### src/hw/rtl/vp9_bool_decoder_assert.svh
// Assertion macros shared by the boolean decoder RTL.
// Each macro expects clk and rst_n in scope; no other dependencies.
`ifndef VP9_BOOL_DECODER_ASSERT_SVH
`define VP9_BOOL_DECODER_ASSERT_SVH

// Same-cycle implication, disabled while reset is low.
`define VP9BD_ASSERT_IMP(label, ante, cons, msg) \
  label: assert property (@(posedge clk) disable iff (!rst_n) (ante) |-> (cons)) \
    else $error(msg);

// Next-cycle implication, disabled while reset is low.
`define VP9BD_ASSERT_NXT(label, ante, cons, msg) \
  label: assert property (@(posedge clk) disable iff (!rst_n) (ante) |=> (cons)) \
    else $error(msg);

`endif

### src/hw/rtl/vp9bd_pkg.sv
// Shared types, constants and helpers for the boolean decoder.
// Used by the controller, the datapath and the top level.
`timescale 1ns / 1ps

package vp9bd_pkg;

  localparam int WINDOW_BITS = 32;
  localparam int LITERAL_MAX = 16;
  localparam int HELD_W      = $clog2(WINDOW_BITS + 1);
  localparam int CNT_W       = $clog2(LITERAL_MAX + 1);
  localparam int VALUE_W     = 16;
  localparam int BITS_HELD_W = 6;
  localparam int IN_W        = 24;
  localparam int OUT_W       = 24;

  localparam logic [7:0] RANGE_RESET = 8'hff;
  localparam logic [7:0] PROB_HALF   = 8'd128;

  typedef enum logic [2:0] {
    ACT_START = 3'd0,
    ACT_FEED  = 3'd1,
    ACT_END   = 3'd2,
    ACT_BOOL  = 3'd3,
    ACT_LIT   = 3'd4
  } action_t;

  typedef enum logic [1:0] {
    ST_OK        = 2'd0,
    ST_UNDERFLOW = 2'd1,
    ST_FULL      = 2'd2
  } status_t;

  typedef enum logic [2:0] {
    DP_NOP,
    DP_START,
    DP_FEED,
    DP_END,
    DP_BOOL,
    DP_LIT_LOAD,
    DP_LIT_STEP
  } dp_op_t;

  typedef struct packed {
    dp_op_t op;
    logic   last;      // final literal bit
    logic   load_res;  // capture result into output register
  } dp_cmd_t;

  typedef struct packed {
    logic underflow;   // bool unit lacks held bits
  } dp_stat_t;

  // Leading zeros of an 8-bit range, capped at 7.
  function automatic logic [2:0] lead_zeros8(input logic [7:0] r);
    logic [2:0] n;
    n = 3'd7;
    for (int i = 6; i >= 0; i--) begin
      if (r[7-i]) n = 3'(i);
    end
    return n;
  endfunction

endpackage

### src/hw/rtl/vp9bd_ctrl.sv
// Controller for the boolean decoder: item sequencing, literal bit count
// and output valid. Depends on vp9bd_pkg and the assertion macro header.
`timescale 1ns / 1ps
`include "vp9_bool_decoder_assert.svh"

module vp9bd_ctrl
  import vp9bd_pkg::*;
(
  input  logic             clk,
  input  logic             rst_n,
  input  logic             in_tvalid,
  output logic             in_tready,
  input  logic [2:0]       action,
  input  logic [4:0]       literal_bits,
  output logic             out_tvalid,
  input  logic             out_tready,
  output dp_cmd_t          cmd,
  input  dp_stat_t         stat
);

  typedef enum logic {S_IDLE, S_LIT} state_t;

  state_t           state_r, state_nxt;
  logic             out_valid_r, out_valid_nxt;
  logic [CNT_W-1:0] cnt_r, cnt_nxt;
  logic [CNT_W-1:0] nlit;
  logic             accept;

  assign in_tready  = (state_r == S_IDLE) && (!out_valid_r || out_tready);
  assign accept     = in_tvalid && in_tready;
  assign out_tvalid = out_valid_r;

  // Clamp literal length to the supported maximum.
  always_comb begin
    if (int'(literal_bits) > LITERAL_MAX) nlit = CNT_W'(LITERAL_MAX);
    else nlit = CNT_W'(literal_bits);
  end

  always_comb begin
    state_nxt    = state_r;
    cnt_nxt      = cnt_r;
    cmd.op       = DP_NOP;
    cmd.last     = (cnt_r == CNT_W'(1));
    cmd.load_res = 1'b0;
    case (state_r)
      S_IDLE: begin
        if (accept) begin
          cmd.load_res = 1'b1;
          case (action)
            ACT_START: cmd.op = DP_START;
            ACT_FEED:  cmd.op = DP_FEED;
            ACT_END:   cmd.op = DP_END;
            ACT_BOOL:  cmd.op = DP_BOOL;
            ACT_LIT: begin
              if (nlit != '0) begin
                cmd.op       = DP_LIT_LOAD;
                cmd.load_res = 1'b0;
                cnt_nxt      = nlit;
                state_nxt    = S_LIT;
              end
            end
            default: cmd.op = DP_NOP;
          endcase
        end
      end
      S_LIT: begin
        cmd.op = DP_LIT_STEP;
        if (stat.underflow || cmd.last) begin
          cmd.load_res = 1'b1;
          state_nxt    = S_IDLE;
        end else begin
          cnt_nxt = cnt_r - CNT_W'(1);
        end
      end
      default: state_nxt = S_IDLE;
    endcase
  end

  always_comb begin
    if (cmd.load_res) out_valid_nxt = 1'b1;
    else if (out_tready) out_valid_nxt = 1'b0;
    else out_valid_nxt = out_valid_r;
  end

  always_ff @(posedge clk) begin
    if (!rst_n) begin
      state_r     <= S_IDLE;
      out_valid_r <= 1'b0;
      cnt_r       <= '0;
    end else begin
      state_r     <= state_nxt;
      out_valid_r <= out_valid_nxt;
      cnt_r       <= cnt_nxt;
    end
  end

  `VP9BD_ASSERT_IMP(a_lit_out_empty, state_r == S_LIT, !out_valid_r,
    "result pending while literal runs")
  `VP9BD_ASSERT_IMP(a_lit_cnt_live, state_r == S_LIT, cnt_r != '0,
    "literal loop with zero count")
  `VP9BD_ASSERT_NXT(a_lit_enter, accept && action == ACT_LIT && nlit != '0,
    state_r == S_LIT && cnt_r == $past(nlit), "literal request not started")

endmodule

### src/hw/rtl/vp9bd_dp.sv
// Datapath for the boolean decoder: coder state, literal working copy,
// shared bool unit and result register. Depends on vp9bd_pkg and macros.
`timescale 1ns / 1ps
`include "vp9_bool_decoder_assert.svh"

module vp9bd_dp
  import vp9bd_pkg::*;
(
  input  logic                   clk,
  input  logic                   rst_n,
  input  dp_cmd_t                cmd,
  output dp_stat_t               stat,
  input  logic [7:0]             data_byte,
  input  logic [7:0]             prob,
  output logic [1:0]             res_status,
  output logic [VALUE_W-1:0]     res_value,
  output logic [BITS_HELD_W-1:0] res_bits_held
);

  // committed coder state
  logic [WINDOW_BITS-1:0] win_r, win_nxt;
  logic [7:0]             range_r, range_nxt;
  logic [HELD_W-1:0]      held_r, held_nxt;
  logic                   ended_r, ended_nxt;
  // literal working copy
  logic [WINDOW_BITS-1:0] wwin_r, wwin_nxt;
  logic [7:0]             wrange_r, wrange_nxt;
  logic [HELD_W-1:0]      wheld_r, wheld_nxt;
  logic [LITERAL_MAX-1:0] acc_r, acc_nxt, acc_step;
  // result register
  status_t                rstat_r, rstat_nxt;
  logic [VALUE_W-1:0]     rval_r, rval_nxt;
  logic [HELD_W-1:0]      rheld_r, rheld_nxt;

  // bool unit
  logic                   lit_step;
  logic [WINDOW_BITS-1:0] src_win, nwin, b_win;
  logic [7:0]             src_range, p, split, top, nr, b_range;
  logic [HELD_W-1:0]      src_held, b_held;
  logic [15:0]            prod;
  logic [16:0]            mix;
  logic [2:0]             sh;
  logic                   bit_v, uf;

  // feed
  logic                   full;
  logic [WINDOW_BITS-1:0] ins;

  assign lit_step  = (cmd.op == DP_LIT_STEP);
  assign src_win   = lit_step ? wwin_r : win_r;
  assign src_range = lit_step ? wrange_r : range_r;
  assign src_held  = lit_step ? wheld_r : held_r;
  assign p         = lit_step ? PROB_HALF : prob;

  assign uf    = (src_held < HELD_W'(8)) && !ended_r;
  assign prod  = {8'd0, src_range} * {8'd0, p};
  assign mix   = {1'b0, prod} + {8'd0, 9'(9'd256 - {1'b0, p})};
  assign split = mix[15:8];
  assign top   = src_win[WINDOW_BITS-1 -: 8];
  assign bit_v = (top >= split);
  assign nr    = bit_v ? (src_range - split) : split;
  // a one bit only touches the top byte, and top >= split so no borrow
  assign nwin  = bit_v ? {top - split, src_win[WINDOW_BITS-9:0]} : src_win;
  assign sh    = lead_zeros8(nr);
  assign b_range = nr << sh;
  assign b_win   = nwin << sh;
  assign b_held  = (src_held > HELD_W'(sh)) ? (src_held - HELD_W'(sh)) : '0;
  assign acc_step = LITERAL_MAX'({acc_r, bit_v});

  assign stat.underflow = uf;

  assign full = ({1'b0, held_r} + (HELD_W+1)'(8)) > (HELD_W+1)'(WINDOW_BITS);
  assign ins  = {data_byte, {(WINDOW_BITS-8){1'b0}}} >> held_r;

  always_comb begin
    win_nxt    = win_r;
    range_nxt  = range_r;
    held_nxt   = held_r;
    ended_nxt  = ended_r;
    wwin_nxt   = wwin_r;
    wrange_nxt = wrange_r;
    wheld_nxt  = wheld_r;
    acc_nxt    = acc_r;
    rstat_nxt  = ST_OK;
    rval_nxt   = '0;
    rheld_nxt  = held_r;
    case (cmd.op)
      DP_START: begin
        win_nxt   = '0;
        range_nxt = RANGE_RESET;
        held_nxt  = '0;
        ended_nxt = 1'b0;
        rheld_nxt = '0;
      end
      DP_FEED: begin
        if (full) begin
          rstat_nxt = ST_FULL;
        end else begin
          win_nxt   = win_r | ins;
          held_nxt  = held_r + HELD_W'(8);
          rheld_nxt = held_r + HELD_W'(8);
        end
      end
      DP_END: ended_nxt = 1'b1;
      DP_BOOL: begin
        if (uf) begin
          rstat_nxt = ST_UNDERFLOW;
        end else begin
          win_nxt   = b_win;
          range_nxt = b_range;
          held_nxt  = b_held;
          rval_nxt  = VALUE_W'(bit_v);
          rheld_nxt = b_held;
        end
      end
      DP_LIT_LOAD: begin
        wwin_nxt   = win_r;
        wrange_nxt = range_r;
        wheld_nxt  = held_r;
        acc_nxt    = '0;
      end
      DP_LIT_STEP: begin
        if (uf) begin
          rstat_nxt = ST_UNDERFLOW;
        end else begin
          wwin_nxt   = b_win;
          wrange_nxt = b_range;
          wheld_nxt  = b_held;
          acc_nxt    = acc_step;
          // commit the whole literal only once every bit decoded
          if (cmd.last) begin
            win_nxt   = b_win;
            range_nxt = b_range;
            held_nxt  = b_held;
            rval_nxt  = VALUE_W'(acc_step);
            rheld_nxt = b_held;
          end
        end
      end
      default: ;
    endcase
  end

  always_ff @(posedge clk) begin
    if (!rst_n) begin
      win_r   <= '0;
      range_r <= RANGE_RESET;
      held_r  <= '0;
      ended_r <= 1'b0;
    end else begin
      win_r   <= win_nxt;
      range_r <= range_nxt;
      held_r  <= held_nxt;
      ended_r <= ended_nxt;
    end
  end

  always_ff @(posedge clk) begin
    wwin_r   <= wwin_nxt;
    wrange_r <= wrange_nxt;
    wheld_r  <= wheld_nxt;
    acc_r    <= acc_nxt;
    if (cmd.load_res) begin
      rstat_r <= rstat_nxt;
      rval_r  <= rval_nxt;
      rheld_r <= rheld_nxt;
    end
  end

  assign res_status    = rstat_r;
  assign res_value     = rval_r;
  assign res_bits_held = BITS_HELD_W'(rheld_r);

  `VP9BD_ASSERT_NXT(a_range_norm, cmd.op == DP_BOOL && !uf, range_r[7],
    "range not normalised after bool decode")
  `VP9BD_ASSERT_IMP(a_held_bound, 1'b1, int'(held_r) <= WINDOW_BITS,
    "held bit count exceeds window")

endmodule

### src/hw/rtl/vp9_bool_decoder.sv
// Top level of the boolean decoder: stream ports, controller and datapath.
// Depends on vp9bd_pkg, vp9bd_ctrl and vp9bd_dp.
//
//   channel | dir | tdata fields (low bit up)
//   in_     | in  | action[2:0], data_byte[10:3], prob[18:11], literal_bits[23:19]
//   out_    | out | status[1:0], decoded_value[17:2], bits_held[23:18]
//
// A literal of n bits first loads the literal working copy, then decodes
// one bool per cycle through the shared bool unit and ends early at the
// first bit that lacks held bits.
// An item is taken when no literal runs and the result register is empty or drains that cycle.
// Reset is synchronous, active low: range 255, empty window, no end mark.
// A stalled output holds its result and blocks further requests.
`timescale 1ns / 1ps

module vp9_bool_decoder
  import vp9bd_pkg::*;
(
  input  logic             clk,
  input  logic             rst_n,
  input  logic             in_tvalid,
  output logic             in_tready,
  input  logic [IN_W-1:0]  in_tdata,   // action, data_byte, prob, literal_bits
  output logic             out_tvalid,
  input  logic             out_tready,
  output logic [OUT_W-1:0] out_tdata   // status, decoded_value, bits_held
);

  dp_cmd_t                cmd;
  dp_stat_t               stat;
  logic [1:0]             res_status;
  logic [VALUE_W-1:0]     res_value;
  logic [BITS_HELD_W-1:0] res_bits_held;

  vp9bd_ctrl u_ctrl (
    .clk          (clk),
    .rst_n        (rst_n),
    .in_tvalid    (in_tvalid),
    .in_tready    (in_tready),
    .action       (in_tdata[2:0]),
    .literal_bits (in_tdata[23:19]),
    .out_tvalid   (out_tvalid),
    .out_tready   (out_tready),
    .cmd          (cmd),
    .stat         (stat)
  );

  vp9bd_dp u_dp (
    .clk           (clk),
    .rst_n         (rst_n),
    .cmd           (cmd),
    .stat          (stat),
    .data_byte     (in_tdata[10:3]),
    .prob          (in_tdata[18:11]),
    .res_status    (res_status),
    .res_value     (res_value),
    .res_bits_held (res_bits_held)
  );

  assign out_tdata = {res_bits_held, res_value, res_status};

endmodule
### config.mk
export PLATFORM = sky130hd
export DESIGN_NAME = vp9_bool_decoder
export DESIGN_NICKNAME = d
export VERILOG_FILES = /design/src/hw/rtl/vp9bd_pkg.sv /design/src/hw/rtl/vp9bd_ctrl.sv /design/src/hw/rtl/vp9bd_dp.sv /design/src/hw/rtl/vp9_bool_decoder.sv
export VERILOG_INCLUDE_DIRS = /design/src /design/src/hw/rtl
export SDC_FILE = /design/constraint.sdc
export NUM_CORES = 1
export LEC_CHECK = 0
export BUFFER_PORTS_ARGS = -buffer_cell sky130_fd_sc_hd__buf_2
export CORE_ASPECT_RATIO = 0.6
export CORE_MARGIN = 3
export CORE_UTILIZATION = 60
export DETAILED_ROUTE_END_ITERATION = 6
export PLACE_DENSITY_LB_ADDON = 0.25
export SLEW_MARGIN = 20
export SYNTH_ARGS = -nofsm -noshare
export SYNTH_HDL_FRONTEND = slang
export SYNTH_SLANG_ARGS = --single-unit
### constraint.sdc
create_clock -name clk -period 15.5 [get_ports clk]
set_input_delay 2.325 -clock clk [delete_from_list [all_inputs] [get_ports clk]]
set_output_delay 2.325 -clock clk [all_outputs]
set_load 0.03 [all_outputs]
---- Yosys cells after proc, flatten, opt, wreduce, memory -nomap -nowiden ----
Cells that the tools add are included.
storage, ports and cells
  flip-flop bits (word level) ............. 139
  latch bits .............................. 0
  RAM bits ................................ 0
  bits in read-only memories .............. 0
  logic and storage cells ................. 135
  memories ................................ 0
cells by class
  $add $sub $neg .......................... 8
  $mul .................................... 1
  div/mod/pow operators ................... 0
  magnitude comparators ................... 5
  eq/ne operators ......................... 19
  shift operators ......................... 3
  muxes and demuxes ....................... 64
  bitwise gates (word level) .............. 2
  reduce and logical (&&, ||, !) cells .... 19
operators by type and width
  cell                                                 number
  2-to-1 mux 32 bit                                    6
  case mux 32 bit (4 select lines)                     1
  case mux 32 bit (2 select lines)                     1
  2-to-1 mux 8 bit                                     6
  2-to-1 mux 6 bit                                     7
  2-to-1 mux 16 bit                                    2
  bitwise OR 32 bit                                    1
  case mux 16 bit (2 select lines)                     1
  << shifter 32 x 3 -> 32 bit                          1
  >> shifter 32 x 6 -> 32 bit                          1
  case mux 15 bit (2 select lines)                     1
  2-to-1 mux 5 bit                                     5
  case mux 6 bit (4 select lines)                      1
  case mux 8 bit (3 select lines)                      1
  2-to-1 mux 3 bit                                     6
  adder 16 x 9 -> 16 bit                               1
  multiplier 8 x 8 -> 16 bit                           1
  case mux 8 bit (2 select lines)                      1
  subtractor 8 bit                                     2
  2-to-1 mux 15 bit                                    1
  case mux 3 bit (5 select lines)                      1
  inequality test 2 bit, second input constant         7
  2-to-1 mux 1 bit                                     13
  equality test 3 x 2 -> 1 bit, second input constant  4
  other kinds (34)                                     49

---- Depth between registers and ports, before layout ----
  word-level depth ........................ 25
  mapped depth ............................ 48

---- Hierarchy ----
A second synthesis with hierarchy kept.
second synthesis, totals
  cells, all modules ...................... 1,545
  area total of the unflattened synthesis .. 12,982.5 um^2
modules (own cells, without submodules)
  module      times used  cells an instance  area each (um^2)
  vp9bd_dp    1           1,478              12,401.9
  vp9bd_ctrl  1           67                 580.6

---- Worst setup path before layout ----
No wires, ideal clock.
  kind .................................... input-to-reg
  start point ............................. input port in_tdata[15]
  end point ............................... register u_dp.rheld_r[5], in the netlist u_dp.res_bits_held[5], data pin
  data arrival time ....................... 10.861 ns
  slack ................................... 4.375 ns
  cell stages on the path ................. 40
  path buffers ............................ 1
  cells stage by stage .................... nor3_1 > nor3b_1 > nand2_1 > xor2_1 > nor2_1 > fa_1 > inv_1 > fa_1 > fa_1 > inv_1 > fa_1 > inv_1 > ha_1 > and3_1 > nand2_1 > o211ai_1 > and3_1 > nor2_1 > [... 4 more ...] > o41ai_1 > a31o_2 > mux2_2 > a221oi_1 > or3_1 > a21oi_1 > o32ai_2 > o311ai_1 > a21boi_4 > inv_2 > clkbuf_1 > ha_1 > nor2b_1 > o21ai_0 > nand2b_1 > or3_1 > mux2i_1 > a221o_1
on the way
  cells in the longest elaborated chain, start to end .. 17
RTL lines
  item                                                                             line                            text
  start: declaration                                                               vp9_bool_decoder.sv:23          input logic [IN_W-1:0] in_tdata,
  2-to-1 mux 8 bit *                                                               vp9bd_dp.sv:53                  assign p = lit_step ? PROB_HALF : prob;
  multiplier 8 x 8 -> 16 bit / subtractor 9 x 8 -> 9 bit (equally long branches)   vp9bd_dp.sv:56, vp9bd_dp.sv:57
  adder 16 x 9 -> 16 bit *                                                         vp9bd_dp.sv:57                  assign mix = {1'b0, prod} + {8'd0, 9'(9'd256 - {1'b0, p})};
  subtractor 8 bit / greater-or-equal comparator 8 bit (equally long branches)     vp9bd_dp.sv:61, vp9bd_dp.sv:60
  2-to-1 mux 8 bit *                                                               vp9bd_dp.sv:61                  assign nr = bit_v ? (src_range - split) : split;
  2-to-1 mux 1 bit                                                                 vp9bd_pkg.sv:58                 if (r[7-i]) n = 3'(i);
  2-to-1 mux 2 bit (2 in a row)                                                    vp9bd_pkg.sv:58
  2-to-1 mux 3 bit (3 in a row)                                                    vp9bd_pkg.sv:58
  2-to-1 mux 3 bit *                                                               vp9bd_pkg.sv:58
  subtractor 6 x 3 -> 6 bit / > comparator 6 x 3 -> 1 bit (equally long branches)  vp9bd_dp.sv:67                  assign b_held = (src_held > HELD_W'(sh)) ? (src_held - HELD_W'(sh)) : '0;
  2-to-1 mux 6 bit *                                                               vp9bd_dp.sv:67
  2-to-1 mux 6 bit                                                                 vp9bd_dp.sv:131                 if (cmd.last) begin
  2-to-1 mux 6 bit                                                                 -
  case mux 6 bit (4 select lines) *                                                -
  net u_dp.held_nxt[5]                                                             vp9bd_dp.sv:23                  logic [HELD_W-1:0] held_r, held_nxt;
  end signal: assignment                                                           vp9bd_dp.sv:166                 rheld_r <= rheld_nxt;
  end: declaration                                                                 vp9bd_dp.sv:33                  logic [HELD_W-1:0] rheld_r, rheld_nxt;
Mark *: on every way through the listed nets, which the timed path passes. The rest lies on a longest branch.
A chain may end at the register's enable or synchronous reset.

---- Final worst setup path ----
  start point ............................. input port in_tdata[13]
  end point ............................... register u_dp.held_r[1]
on the way
  cells in the longest elaborated chain, start to end .. 17
RTL lines
  item                                                                             line                            text
  2-to-1 mux 8 bit *                                                               vp9bd_dp.sv:53
  multiplier 8 x 8 -> 16 bit / subtractor 9 x 8 -> 9 bit (equally long branches)   vp9bd_dp.sv:56, vp9bd_dp.sv:57
  adder 16 x 9 -> 16 bit *                                                         vp9bd_dp.sv:57
  subtractor 8 bit / greater-or-equal comparator 8 bit (equally long branches)     vp9bd_dp.sv:61, vp9bd_dp.sv:60
  2-to-1 mux 8 bit *                                                               vp9bd_dp.sv:61
  2-to-1 mux 1 bit                                                                 vp9bd_pkg.sv:58
  2-to-1 mux 2 bit (2 in a row)                                                    vp9bd_pkg.sv:58
  2-to-1 mux 3 bit (3 in a row)                                                    vp9bd_pkg.sv:58
  2-to-1 mux 3 bit *                                                               vp9bd_pkg.sv:58
  subtractor 6 x 3 -> 6 bit / > comparator 6 x 3 -> 1 bit (equally long branches)  vp9bd_dp.sv:67
  2-to-1 mux 6 bit *                                                               vp9bd_dp.sv:67
  2-to-1 mux 6 bit                                                                 -
  2-to-1 mux 6 bit                                                                 vp9bd_dp.sv:123                 if (uf) begin
  case mux 6 bit (4 select lines) *                                                vp9bd_dp.sv:87                  case (cmd.op)
  net u_dp.held_nxt[1]                                                             vp9bd_dp.sv:23
  end signal: assignment                                                           vp9bd_dp.sv:153                 held_r <= held_nxt;
  end: declaration                                                                 vp9bd_dp.sv:23
Marked as above.

==> reports/qor_table.md <==
| Result | This run | Unit |
|:---|:---|:---|
| Post-Place Cells | 1679 | - |
| Global route total overflow | 0 | - |
| Slowest stage delay, CP | 0.74 | ns |
| Number of detailed-routing iterations run before antenna repair | 7 | - |
| Number of global-route vias before repair | 10400 | - |
| RSZ-0062 raised after global routing | false | - |
| Worst min path class | reg2reg | - |
| Iteration-0 DRC count of the detailed router | 2057 | - |
| CTS tree | yes | - |
| Global-route wire length before repair | 60.1 | mm |
| Die width | 190 | µm |
| Number of buffers between clock root and the deepest sink | 2 | - |
| Max Cap Viol | 0 | - |
| Half-perimeter wire length of the detailed placement result | 29.5 | mm |
| Category of the most critical setup path | in2reg | - |
| Total Routing Usage GR | 0.353 | - |
| Number of buffers added for setup after CTS | 0 | - |
| Standard cell core area | 19500 | µm² |
| Capturing element type of the critical path | flop | - |
| Number of nets in the synthesized netlist | 1550 | - |
| Highest clock rate | 76.0 | MHz |
| Post-route non-filler standard cell count | 1712 | - |
| Site Rows | 39 | - |
| Post-layout minimum cycle time | 13.16 | ns |
| Total setup violations reported at the end of the flow | 0 | - |
| Count of nets after finishing | 1556 | - |
| Arr. time, crit path | 13.47 | ns |
| Antenna-violating nets left | 0 | - |
| Post-cts sizing count | 0 | - |
| Area contributors post-synth | sky130_fd_sc_hd__edfxtp_1 21%, sky130_fd_sc_hd__dfxtp_1 8.9%, sky130_fd_sc_hd__fa_1 7.7%, sky130_fd_sc_hd__ha_1 5.0%, sky130_fd_sc_hd__nand2_1 4.9% | - |
| Fraction of layout cells with a size suffix above 1 | 0.124 | - |
| Port Buffer Count | 53 | - |
| Tcrit/Tclk final | 0.849 | - |
| Remaining DRCs | 0 | - |
| Post-synthesis to final-layout area growth | 8.20 | % |
| Register bit count reported by yosys | 139 | - |
| CTS root buffer | sky130_fd_sc_hd__clkbuf_16 | - |
| Max Slew Vio Count | 0 | - |
| Type of element launching the critical path | input pin | - |
| Final worst clock skew | 0.0117 | ns |
| Die outline area | 22100 | µm² |
| Outcome | completed | - |
| Final number of hold-violating endpoints | 0 | - |
| CTS H-tree lvls | 4 | - |
| Slew at the pin with the worst max-slew slack | 1.15 | ns |
| Worst path most repeated cell | sky130_fd_sc_hd__inv_1 | - |
| Slowest-stage cell, CP | sky130_fd_sc_hd__a21oi_2 | - |
| Total routed wirelength | 39.1 | mm |
| Number of standard cells after synthesis | 1426 | - |
| Highest net fanout along the worst path | 22 | - |
| Routed length per placed instance | 22.8 | µm |
| Yosys top cell area share | 0.209 | - |
| Number of library cell types mapped by synthesis | 95 | - |
| Average size of a mapped cell | 8.55 | µm² |
| Final worst slack | 2.34 | ns |
| Worst max-slew margin expressed relative to the limit | 0.227 | - |
| Initial antenna violation count | 2 | - |
| RD Place Congestion | 0.999 | - |
| Count of hold-fix buffers inserted at cts | 0 | - |
| Post-synthesis instance area | 12200 | µm² |
| Maximum number of pins on one net before global-route repair | 62 | - |
| Proportion of synthesized flip-flops having asynchronous set or reset | 0 | - |
| Post-DR vias/cell | 6.79 | - |
| Setup tns final | 0 | ns |
| Number of buffers added by the clock tree synthesis step | 17 | - |
| Vert. Die Dim | 116 | µm |
| Number of enable-type register cells in the synthesized netlist | 85 | - |
| Warnings, synthesis | 0 | - |
| Dominant register cell in the synthesized netlist | sky130_fd_sc_hd__edfxtp_1 | - |
| Seq/Total Area, Yosys | 0.298 | - |
| Worst slack at placement | 2.29 | ns |
| Total clock sinks | 139 | - |
| Count of vias placed by the detailed router | 11600 | - |
| Largest area contributor in the netlist | sky130_fd_sc_hd__edfxtp_1 | - |
| Number of filler cells placed in the layout | 1625 | - |
| Required time of the critical path | 15.82 | ns |
| Clock-pin transition on the worst setup and hold timing paths | 0.06 | ns |
| Effective utilization at floorplan | 0.627 | - |
| Clock latency at the later pin of the worst-skew pair | 0.43 | ns |
| Ports placed on the boundary | 54 | - |
[worst paths after layout]
| check | from | end | slack, ns | cells after the start |
|---|---|---|---|---|
| setup / recovery | in_tdata[13] | u_dp.held_r[1]$_SDFF_PN0_ | 2.34 | 40 |
| hold / removal | u_ctrl.cnt_r[0]$_SDFFE_PN0P_ | u_ctrl.cnt_r[0]$_SDFFE_PN0P_ | 0.52 | 2 |
| setup reg to reg | u_ctrl.state_r$_SDFF_PN0_ | u_dp.held_r[1]$_SDFF_PN0_ | 3.33 | 39 |
| hold reg to reg | u_ctrl.cnt_r[0]$_SDFFE_PN0P_ | u_ctrl.cnt_r[0]$_SDFFE_PN0P_ | 0.52 | 2 |
[cell usage after synthesis (29+ instances only)]
library cell and number:
sky130_fd_sc_hd__nand2_1 159, sky130_fd_sc_hd__o21ai_0 82, sky130_fd_sc_hd__o22ai_1 29, sky130_fd_sc_hd__nor2_1 132, sky130_fd_sc_hd__dfxtp_1 54, sky130_fd_sc_hd__clkbuf_1 54, sky130_fd_sc_hd__nand3_1 33, sky130_fd_sc_hd__edfxtp_1 85
sky130_fd_sc_hd__fa_1 47, sky130_fd_sc_hd__and2_1 57, sky130_fd_sc_hd__a21oi_1 99, sky130_fd_sc_hd__ha_1 49, sky130_fd_sc_hd__inv_1 90, sky130_fd_sc_hd__nor2b_1 42
[worst max-delay path: cells and delay by family]
| kind | cells | cell delay (ns) |
|---|---|---|
| mux | 1 | 0.27 |
| xor+xnor | 2 | 0.51 |
| fa+ha+maj | 7 | 3.04 |
| buf+inv | 7 | 0.96 |
| simple gates | 14 | 3.63 |
| compound gates | 9 | 2.71 |
[flip-flops by register name, summed over array words and instances, names as in the netlist, 5 cells and up]
name and flops:
u_dp.win_r 32, u_dp.wwin_r 32, u_dp.res_value 16, u_dp.acc_r 15, u_dp.range_r 8, u_dp.wrange_r 8, u_dp.held_r 6, u_dp.res_bits_held 6
u_dp.wheld_r 6, u_ctrl.cnt_r 5
[logic make-up after synthesis]
kind of cell / count (synthesis) / synth area share
and+or+nand+nor: 514 / 0.202
xor gates and xnor gates: 36 / 0.0280
muxes: 50 / 0.0571
buffers and inverters: 173 / 0.0564
adders and majority gates: 99 / 0.130
AOI/OAI and AO/OA: 415 / 0.228
DFF: 139 / 0.298
[per-layer routing]
metal | track usage | part of all wire
met1 | 0.553 | 0.44
met2 | 0.447 | 0.37
met3 | 0.146 | 0.17
met4 | 0.0645 | 0.017
met5 | 0 | 0.00033
[stage by stage]
step | utilization | cell area, µm² | hold WS [ns]
finish | 0.678 | 13200 | 0.517
global route | 0.678 | 13200 | 0.539
CTS | 0.677 | 13200 | 0.515
detailed placement | 0.646 | 12600 | 0.503
global placement | 0.646 | 12600 | 0.491
floorplan | - | 12200 | 0.463
[layout by cell type (no fill, tap or decap), types with 6 or more instances in the layout]
| cell | n |
|---|---|
| sky130_fd_sc_hd__nand2_1 | 159 |
| sky130_fd_sc_hd__nor2_1 | 131 |
| sky130_fd_sc_hd__a21oi_1 | 99 |
| sky130_fd_sc_hd__inv_1 | 90 |
| sky130_fd_sc_hd__edfxtp_1 | 85 |
| sky130_fd_sc_hd__o21ai_0 | 82 |
| sky130_fd_sc_hd__and2_1 | 57 |
| sky130_fd_sc_hd__buf_2 | 53 |
| sky130_fd_sc_hd__dfxtp_1 | 53 |
| sky130_fd_sc_hd__ha_1 | 49 |
| sky130_fd_sc_hd__fa_1 | 47 |
| sky130_fd_sc_hd__nor2b_1 | 42 |
| sky130_fd_sc_hd__nand3_1 | 33 |
| sky130_fd_sc_hd__o22ai_1 | 28 |
| sky130_fd_sc_hd__mux2i_1 | 22 |
| sky130_fd_sc_hd__xnor2_1 | 22 |
| sky130_fd_sc_hd__nor3_1 | 21 |
| sky130_fd_sc_hd__a211oi_1 | 19 |
| sky130_fd_sc_hd__a22oi_1 | 18 |
| sky130_fd_sc_hd__a31oi_1 | 18 |
| sky130_fd_sc_hd__a21o_1 | 17 |
| sky130_fd_sc_hd__clkbuf_16 | 17 |
| sky130_fd_sc_hd__and3_1 | 15 |
| sky130_fd_sc_hd__mux2_2 | 13 |
| sky130_fd_sc_hd__mux4_2 | 13 |
| sky130_fd_sc_hd__buf_4 | 13 |
| sky130_fd_sc_hd__a22o_1 | 12 |
| sky130_fd_sc_hd__or2_2 | 11 |
| sky130_fd_sc_hd__xor2_1 | 11 |
| sky130_fd_sc_hd__o211ai_1 | 11 |
| sky130_fd_sc_hd__or3_1 | 9 |
| sky130_fd_sc_hd__o21ai_1 | 9 |
| sky130_fd_sc_hd__nand2b_1 | 9 |
| sky130_fd_sc_hd__o21bai_1 | 8 |
| sky130_fd_sc_hd__o221ai_1 | 8 |
| sky130_fd_sc_hd__a31o_2 | 7 |
| sky130_fd_sc_hd__o2bb2ai_1 | 6 |
[final cells by class]
cell class | instances | area, µm² | share of cell area
well taps | 266 | 333 | 0.0252
inverters | 94 | 353 | 0.0267
diodes | 1 | 2.50 | 0.000190
repair buffers | 66 | 363 | 0.0275
clock buffers | 21 | 450 | 0.0341
multi-input cells | 1114 | 7910 | 0.600
flip-flops and latches | 139 | 3640 | 0.276
clock inverters | 11 | 145 | 0.0110
Power is not shown: default switching activity piles up to over one toggle a cycle in this logic, so the estimate is an artifact.
